`config.mk`:
```
export PLATFORM = sky130hd
export DESIGN_NAME = websocket_rx_frame_parser_unit
export DESIGN_NICKNAME = d
export VERILOG_FILES = /design/src/hdl/wsrx_pkg.sv /design/src/hdl/websocket_rx_frame_parser_unit.sv
export VERILOG_INCLUDE_DIRS = /design/src /design/src/hdl
export SDC_FILE = /design/constraint.sdc
export NUM_CORES = 1
export LEC_CHECK = 0
export CELL_PAD_IN_SITES_DETAIL_PLACEMENT = 1
export CELL_PAD_IN_SITES_GLOBAL_PLACEMENT = 1
export CORE_UTILIZATION = 36
export CTS_BUF_LIST = sky130_fd_sc_hd__clkbuf_16
export DETAILED_ROUTE_END_ITERATION = 16
export DONT_BUFFER_PORTS = 1
export GPL_TIMING_DRIVEN = 0
export PLACE_DENSITY_LB_ADDON = 0.2
export SLEW_MARGIN = 20
export SYNTH_ARGS = -nofsm -noshare
export SYNTH_HDL_FRONTEND = slang
export SYNTH_SLANG_ARGS = --single-unit
```
`constraint.sdc`:
```
create_clock -name i_clk -period 5.8 [get_ports i_clk]
set_input_delay 1.16 -clock i_clk [delete_from_list [all_inputs] [get_ports i_clk]]
set_output_delay 1.16 -clock i_clk [all_outputs]
set_load 0.02 [all_outputs]
```
`src/hdl/websocket_rx_frame_parser_unit_assert.svh`:
```
// Assertion helpers for the frame parser.
// Both macros use an active-low reset in disable iff.
`ifndef WEBSOCKET_RX_FRAME_PARSER_UNIT_ASSERT_SVH
`define WEBSOCKET_RX_FRAME_PARSER_UNIT_ASSERT_SVH

// Same-cycle implication.
`define WSRX_ASSERT_NOW(label, clk, rst_n, ante, cons) \
    label: assert property (@(posedge clk) disable iff (!(rst_n)) (ante) |-> (cons)) \
        else $error("wsrx assertion failed");

// Next-cycle implication.
`define WSRX_ASSERT_NEXT(label, clk, rst_n, ante, cons) \
    label: assert property (@(posedge clk) disable iff (!(rst_n)) (ante) |=> (cons)) \
        else $error("wsrx assertion failed");

`endif

```
`src/hdl/wsrx_pkg.sv`:
```
package wsrx_pkg;

    // parser phase, one-hot
    typedef enum logic [4:0] {
        PH_HDR0    = 5'b00001,
        PH_HDR1    = 5'b00010,
        PH_EXTLEN  = 5'b00100,
        PH_MASK    = 5'b01000,
        PH_PAYLOAD = 5'b10000
    } t_phase;

    // result kinds
    localparam logic [1:0] KIND_PAYLOAD = 2'd0;
    localparam logic [1:0] KIND_EMPTY   = 2'd1;
    localparam logic [1:0] KIND_ERROR   = 2'd2;

    // error codes
    localparam logic [1:0] ERR_FRAGMENTED = 2'd0;
    localparam logic [1:0] ERR_CLOSE      = 2'd1;
    localparam logic [1:0] ERR_OPCODE     = 2'd2;
    localparam logic [1:0] ERR_TOO_LONG   = 2'd3;

    // opcodes
    localparam logic [3:0] OP_TEXT   = 4'h1;
    localparam logic [3:0] OP_BINARY = 4'h2;
    localparam logic [3:0] OP_CLOSE  = 4'h8;

    // 7-bit length escapes
    localparam logic [6:0] LEN_EXT16 = 7'd126;
    localparam logic [6:0] LEN_EXT64 = 7'd127;

    // header byte counts
    localparam logic [3:0] CNT_EXT16 = 4'd2;
    localparam logic [3:0] CNT_EXT64 = 4'd8;
    localparam logic [3:0] CNT_MASK  = 4'd4;

    localparam logic [31:0] MAX_PAYLOAD_RST = 32'd16384;

endpackage

```
`src/hdl/websocket_rx_frame_parser_unit.sv`:
```
// Latency: a result word is registered at the edge that accepts the causing byte and
//   shows on the outputs in the following cycle.
// Throughput: one byte per cycle; header parse and unmask are combinational logic
//   feeding the result register, so input stalls only while a held result is stalled.
// Reset: i_rst_n synchronous, active low; parser back to first header byte, error lock
//   cleared, max length limit r_max_len back to 16384.
`include "websocket_rx_frame_parser_unit_assert.svh"

module websocket_rx_frame_parser_unit
    import wsrx_pkg::*;
(
    input  logic        i_clk,
    input  logic        i_rst_n,
    // config
    input  logic        i_cfg_wr_en,
    input  logic [31:0] i_cfg_wr_data,
    // byte stream in
    input  logic        i_rx_valid,
    output logic        o_rx_stall,
    input  logic [7:0]  i_rx_byte,
    // result words out
    output logic        o_res_valid,
    input  logic        i_res_stall,
    output logic [1:0]  o_kind,
    output logic [7:0]  o_payload_byte,
    output logic        o_is_text,
    output logic        o_last_of_frame,
    output logic [1:0]  o_error_code
);

    // ------------------------------------------------------------------
    // Parser state
    // ------------------------------------------------------------------
    logic [31:0] r_max_len;
    t_phase      r_phase,     n_phase;
    logic [3:0]  r_hdr_cnt,   n_hdr_cnt;
    // Extended length is held as its low 32 bits plus a sticky flag that
    // records any nonzero byte shifted out above bit 31.
    logic [31:0] r_len_acc,   n_len_acc;
    logic        r_len_ovf,   n_len_ovf;
    logic [31:0] r_remaining, n_remaining;
    logic [31:0] r_mask_key,  n_mask_key;
    logic [1:0]  r_mask_pos,  n_mask_pos;
    logic        r_masked,    n_masked;
    logic        r_text,      n_text;
    logic        r_err,       n_err;

    // result register
    logic        r_res_valid;
    logic [1:0]  r_kind;
    logic [7:0]  r_payload_byte;
    logic        r_is_text;
    logic        r_last;
    logic [1:0]  r_err_code;

    // result produced by the current byte
    logic        res_v;
    logic [1:0]  res_kind;
    logic [7:0]  res_byte;
    logic        res_text;
    logic        res_last;
    logic [1:0]  res_code;

    logic        rx_fire;
    logic        res_load;

    // The result register can take a new word when empty or when its word
    // leaves this cycle; the input follows the same condition.
    assign res_load   = !r_res_valid || !i_res_stall;
    assign o_rx_stall = !res_load;
    assign rx_fire    = i_rx_valid && res_load;

    // ------------------------------------------------------------------
    // Per-byte parse step
    // ------------------------------------------------------------------
    logic        fin;       // length complete, run max check
    logic [31:0] fin_len;
    logic        fin_ovf;
    logic        start;     // header complete, enter payload or emit empty
    logic [31:0] rem_dec;
    logic [7:0]  key_byte;

    always_comb begin
        n_phase     = r_phase;
        n_hdr_cnt   = r_hdr_cnt;
        n_len_acc   = r_len_acc;
        n_len_ovf   = r_len_ovf;
        n_remaining = r_remaining;
        n_mask_key  = r_mask_key;
        n_mask_pos  = r_mask_pos;
        n_masked    = r_masked;
        n_text      = r_text;
        n_err       = r_err;
        res_v       = 1'b0;
        res_kind    = KIND_PAYLOAD;
        res_byte    = 8'd0;
        res_text    = 1'b0;
        res_last    = 1'b0;
        res_code    = ERR_FRAGMENTED;
        fin         = 1'b0;
        fin_len     = 32'd0;
        fin_ovf     = 1'b0;
        start       = 1'b0;
        rem_dec     = r_remaining - 32'd1;

        case (r_mask_pos)
            2'd0:    key_byte = r_mask_key[31:24];
            2'd1:    key_byte = r_mask_key[23:16];
            2'd2:    key_byte = r_mask_key[15:8];
            default: key_byte = r_mask_key[7:0];
        endcase

        if (rx_fire && !r_err) begin
            case (r_phase)
                PH_HDR1: begin
                    n_masked  = i_rx_byte[7];
                    n_len_acc = 32'd0;
                    n_len_ovf = 1'b0;
                    if (i_rx_byte[6:0] == LEN_EXT16) begin
                        n_phase   = PH_EXTLEN;
                        n_hdr_cnt = CNT_EXT16;
                    end else if (i_rx_byte[6:0] == LEN_EXT64) begin
                        n_phase   = PH_EXTLEN;
                        n_hdr_cnt = CNT_EXT64;
                    end else begin
                        n_len_acc = {25'd0, i_rx_byte[6:0]};
                        fin       = 1'b1;
                        fin_len   = {25'd0, i_rx_byte[6:0]};
                    end
                end
                PH_EXTLEN: begin
                    n_len_ovf = r_len_ovf || (r_len_acc[31:24] != 8'd0);
                    n_len_acc = {r_len_acc[23:0], i_rx_byte};
                    n_hdr_cnt = r_hdr_cnt - 4'd1;
                    if (n_hdr_cnt == 4'd0) begin
                        fin     = 1'b1;
                        fin_len = n_len_acc;
                        fin_ovf = n_len_ovf;
                    end
                end
                PH_MASK: begin
                    n_mask_key = {r_mask_key[23:0], i_rx_byte};
                    n_hdr_cnt  = r_hdr_cnt - 4'd1;
                    if (n_hdr_cnt == 4'd0) begin
                        start = 1'b1;
                    end
                end
                PH_PAYLOAD: begin
                    n_mask_pos  = r_mask_pos + 2'd1;
                    n_remaining = rem_dec;
                    if (rem_dec == 32'd0) begin
                        n_phase = PH_HDR0;
                    end
                    res_v    = 1'b1;
                    res_kind = KIND_PAYLOAD;
                    res_byte = i_rx_byte ^ key_byte;
                    res_text = r_text;
                    res_last = (rem_dec == 32'd0);
                end
                default: begin
                    // first header byte; unused codes land here too
                    if (!i_rx_byte[7]) begin
                        n_err    = 1'b1;
                        n_phase  = PH_HDR0;
                        res_v    = 1'b1;
                        res_kind = KIND_ERROR;
                        res_code = ERR_FRAGMENTED;
                    end else if (i_rx_byte[3:0] == OP_TEXT || i_rx_byte[3:0] == OP_BINARY) begin
                        n_text      = (i_rx_byte[3:0] == OP_TEXT);
                        n_masked    = 1'b0;
                        n_mask_key  = 32'd0;
                        n_mask_pos  = 2'd0;
                        n_hdr_cnt   = 4'd0;
                        n_len_acc   = 32'd0;
                        n_len_ovf   = 1'b0;
                        n_remaining = 32'd0;
                        n_phase     = PH_HDR1;
                    end else begin
                        n_err    = 1'b1;
                        n_phase  = PH_HDR0;
                        res_v    = 1'b1;
                        res_kind = KIND_ERROR;
                        res_code = (i_rx_byte[3:0] == OP_CLOSE) ? ERR_CLOSE : ERR_OPCODE;
                    end
                end
            endcase

            // length check against the live maximum
            if (fin) begin
                if (fin_ovf || (fin_len > r_max_len)) begin
                    n_err    = 1'b1;
                    n_phase  = PH_HDR0;
                    res_v    = 1'b1;
                    res_kind = KIND_ERROR;
                    res_code = ERR_TOO_LONG;
                end else begin
                    n_remaining = fin_len;
                    if (n_masked) begin
                        n_phase   = PH_MASK;
                        n_hdr_cnt = CNT_MASK;
                    end else begin
                        start = 1'b1;
                    end
                end
            end

            // header done: zero length gives a single empty-frame word
            if (start) begin
                n_mask_pos = 2'd0;
                if (n_remaining == 32'd0) begin
                    n_phase  = PH_HDR0;
                    res_v    = 1'b1;
                    res_kind = KIND_EMPTY;
                    res_text = r_text;
                    res_last = 1'b1;
                end else begin
                    n_phase = PH_PAYLOAD;
                end
            end
        end
    end

    // ------------------------------------------------------------------
    // Registers
    // ------------------------------------------------------------------
    always_ff @(posedge i_clk) begin
        if (!i_rst_n) begin
            r_max_len   <= MAX_PAYLOAD_RST;
            r_phase     <= PH_HDR0;
            r_hdr_cnt   <= 4'd0;
            r_len_acc   <= 32'd0;
            r_len_ovf   <= 1'b0;
            r_remaining <= 32'd0;
            r_mask_key  <= 32'd0;
            r_mask_pos  <= 2'd0;
            r_masked    <= 1'b0;
            r_text      <= 1'b0;
            r_err       <= 1'b0;
            r_res_valid <= 1'b0;
        end else begin
            if (i_cfg_wr_en) begin
                r_max_len <= i_cfg_wr_data;
            end
            r_phase     <= n_phase;
            r_hdr_cnt   <= n_hdr_cnt;
            r_len_acc   <= n_len_acc;
            r_len_ovf   <= n_len_ovf;
            r_remaining <= n_remaining;
            r_mask_key  <= n_mask_key;
            r_mask_pos  <= n_mask_pos;
            r_masked    <= n_masked;
            r_text      <= n_text;
            r_err       <= n_err;
            if (res_load) begin
                r_res_valid <= res_v;
            end
        end
    end

    // result payload, no reset
    always_ff @(posedge i_clk) begin
        if (res_load && res_v) begin
            r_kind         <= res_kind;
            r_payload_byte <= res_byte;
            r_is_text      <= res_text;
            r_last         <= res_last;
            r_err_code     <= res_code;
        end
    end

    assign o_res_valid     = r_res_valid;
    assign o_kind          = r_kind;
    assign o_payload_byte  = r_payload_byte;
    assign o_is_text       = r_is_text;
    assign o_last_of_frame = r_last;
    assign o_error_code    = r_err_code;

    // ------------------------------------------------------------------
    // Assertions
    // ------------------------------------------------------------------
    `WSRX_ASSERT_NEXT(a_err_sticky, i_clk, i_rst_n, r_err, r_err)
    `WSRX_ASSERT_NEXT(a_no_word_after_lock, i_clk, i_rst_n,
        r_err && !(r_res_valid && i_res_stall), !r_res_valid)
    `WSRX_ASSERT_NOW(a_error_word_locks, i_clk, i_rst_n,
        r_res_valid && r_kind == KIND_ERROR, r_err)
    `WSRX_ASSERT_NOW(a_payload_nonzero, i_clk, i_rst_n,
        r_phase == PH_PAYLOAD, r_remaining != 32'd0)
    `WSRX_ASSERT_NOW(a_extlen_count, i_clk, i_rst_n,
        r_phase == PH_EXTLEN, r_hdr_cnt != 4'd0 && r_hdr_cnt <= CNT_EXT64)

endmodule

```
==> out/results.ini <==
[timing]
finalCritPeriodShare_pct = 96.5
period_needed_ns = 5.60
max_slew.worst_pin.slew_ns = 1.18
finalSetupViolCount = 0
clock_skew_ns = 0.0136
tns_ns = 0
relSlewSlack_pct = 19.9
clock.fmax_mhz = 179
final-hold-violation-count = 0
setup_slack_ns = 0.202
slew_violations = 0
hold_ws_ns = 0.458

[drt]
postRouteAntennaNets = 0
drt-initial-drc-count = 780
wl_per_cell_um = 22.9
drc = 0
drt_pass1_iterations = 5
wl_um = 36100
vias_per_cell = 5.95
num_vias = 9382

[setup_path]
crit_path_end_kind = flop
ff2ff_path_depth = 19
crit_start = i_rx_byte[4]
arrival_ns = 5.76
critical_path.max_fanout = 14
crit_type = input port to flop
r2r-end = o_payload_byte[5]$_SDFFCE_PN0P_
rr_startpoint = r_hdr_cnt[1]$_SDFFE_PN0P_
cp-endpoint = o_payload_byte[5]$_SDFFCE_PN0P_
required_ns = 5.97
reg2reg_setup_slack_ns = 0.30
startpoint_type = input port

[cts]
clock_latency_ns = 0.45
cts_buffers = 17
clk_path_buf_depth = 2
htreeDepth = 4
clockRootBuffer = clkbuf_16
clk_pin_slew_ns = 0.07
cts.sinks = 158
cts_tree = yes

[placement]
hpwlAfterDp_um = 26600
port_buffers = 0
place.gp.congestion = 0.934
pre_cts_slack_ns = -1.09
placed_area_um2 = 9910

[synth]
ys.flop_type = dfxtp_1
synth.area.top_cells = dfxtp_1 30%, a21oi_1 6.1%, ha_1 5.3%
synth-edff-count = 14
synthCells = 1209
yosysSeqAreaShare_pct = 34.8
ys_ff_latch = 158
syn_area_um2 = 9490
yosys.area.top_type = dfxtp_1
yosysWarnings = 0
synthArstFlopShare_pct = 0
netlist.area_leader.share_pct = 30.4
ys_types = 81
synth.net_count = 1294
avgSynthCellArea_um2 = 7.85

[floorplan]
core-area_um2 = 26000
die_h_um = 164
die-area_um2 = 27000
row_count = 59
start_util_pct = 36.5
io_pins = 61
die-width_um = 164

[cells_and_area]
ff_latch_area_um2 = 3300
area_growth_pct = 11.7
drive_gt1_share_pct = 7.56
n_antenna_cell = 0
multi_input_area_um2 = 5610
layout.cells.most_common_list = 143 x dfxtp_1, 132 x nor2_1, 123 x nand2_1, 115 x a21oi_1, 70 x clkbuf_1
nNetsFinal = 1315
fillCellCount = 3173
utilization_pct = 40.8
final_common_cell = dfxtp_1
fin_area_um2 = 10600

[global_routing]
grt-ovfl-total = 0
grt_antenna_before_repair = 0
grt_max_degree = 19
track_usage_pct = 27.4
grt_pass1_wl_um = 55700
grt_pass1_vias = 9516

[power]
pwr-share-clk_pct = 44.6
p_sw_share_pct = 31.4
p_sw_uw = 825
power_leakage_uw = 0.00391
pwr-share-seq_pct = 43.9
power.density_nw_per_um2 = 248
p_int_uw = 1800
power_frac_comb_pct = 11.5
max-vdd-ir-drop_mv = 0.160

[min_path]
hp-start = r_len_ovf$_SDFFE_PN0P_
hp-class = flop to flop

[status]
run_status = finished, final reports clean

[job]
cap_viol_max_count = 0

cell families after synthesis:
logic type               share of synthesized area (%)
adder cells (fa/ha/maj)                           5.27
AND/OR/NAND/NOR                                   26.6
buffers and inverters                             6.63
flip-flops                                        34.8
multiplexers                                      3.72
AO/OA/AOI/OAI                                     21.1
XOR/XNOR                                          1.85
timing repair:
item | CTS | global route
resized for setup | 11 | 7
pin swaps | 0 | 3
gates cloned | 0 | 0
setup buffers | 1 | 2
hold buffers | 0 | 0
setup endpoints to repair | 58 | 35
power groups by stage:
stage	sequential, µW	combinational [µW]	clock (µW)
final	1150	302	1170
after global routing	1160	328	1220
after CTS	1150	297	1180
after detailed placement	1180	288	0
after global placement	1180	283	0
after floorplan	1170	201	0
layout make-up:
type | count | area share (%)
multi-input combinational | 901 | 53.0
inverter | 46 | 1.63
clock buffer | 17 | 4.01
tap | 335 | 3.95
clock inverter | 15 | 1.59
timing repair buffer | 3 | 0.330
sequential | 158 | 31.2
buffer | 103 | 4.34
stage by stage:
stage	cells	total power, µW
floorplan	1209	1370
global placement	1544	1460
detailed placement	1544	1470
CTS	1576	2630
global route	1578	2710
finish	1578	2630
worst min-delay path by stage:
stage	to	depth (start not counted)
after floorplan	r_len_acc[26]$_SDFFE_PN0P_	2
after global placement	r_len_acc[30]$_SDFFE_PN0P_	2
after detailed placement	r_len_acc[31]$_SDFFE_PN0P_	2
after CTS	r_len_ovf$_SDFFE_PN0P_	2
after global routing	r_len_ovf$_SDFFE_PN0P_	2
final	r_len_ovf$_SDFFE_PN0P_	2
state kept, by name (all words and copies together), names as in the netlist:
signal / count
o_error_code: 2
o_is_text: 1
o_kind: 2
o_last_of_frame: 1
o_payload_byte: 8
o_res_valid: 1
r_err: 1
r_hdr_cnt: 4
r_len_acc: 32
r_len_ovf: 1
r_mask_key: 32
r_mask_pos: 2
r_masked: 1
r_max_len: 32
r_phase: 5
r_remaining: 32
r_text: 1
per-layer routing:
| layer | wire, µm | GRT usage [%] | vias up | share of wire, % |
|---|---|---|---|---|
| li1 | - | - | 4423 | - |
| met1 | 16600 | 36.0 | 4616 | 46 |
| met2 | 16700 | 44.8 | 275 | 46 |
| met3 | 1780 | 4.95 | 68 | 4.9 |
| met4 | 973 | 9.60 | 0 | 2.7 |
| met5 | 0 | 0 | - | 0 |
critical path: stages:
cell,delay (ns)
clkbuf_2,0.28
nand2_1,0.10
nor2_1,0.28
or2_1,0.17
buf_6,0.12
nand2_1,0.22
and2_1,0.26
ha_1,0.32
nand4_1,0.19
nor4_4,0.43
nand2_1,0.09
a21boi_0,0.23
or4_1,0.52
buf_2,0.18
or3_1,0.38
a21oi_2,0.19
nand4_2,0.24
nand3b_1,0.22
buf_12,0.16
cells in the mapped netlist (6+ instances only):
library cell	count
nor3_1	25
a31oi_1	13
dfxtp_1	144
nand2_1	123
o211ai_1	13
ha_1	40
and2_1	39
mux2i_1	33
nand3_1	50
o21a_1	8
or4_1	13
xor2_1	6
inv_1	46
edfxtp_1	14
o21ai_0	46
a221oi_1	8
buf_2	17
nand3b_1	7
nand4_1	19
or3_1	12
nor4_1	31
a222oi_1	8
a21oi_1	115
nor2_1	132
clkbuf_1	77
xnor2_1	14
a22oi_1	34
a211oi_1	10
Note: power is estimated with default switching activity, not from simulation.
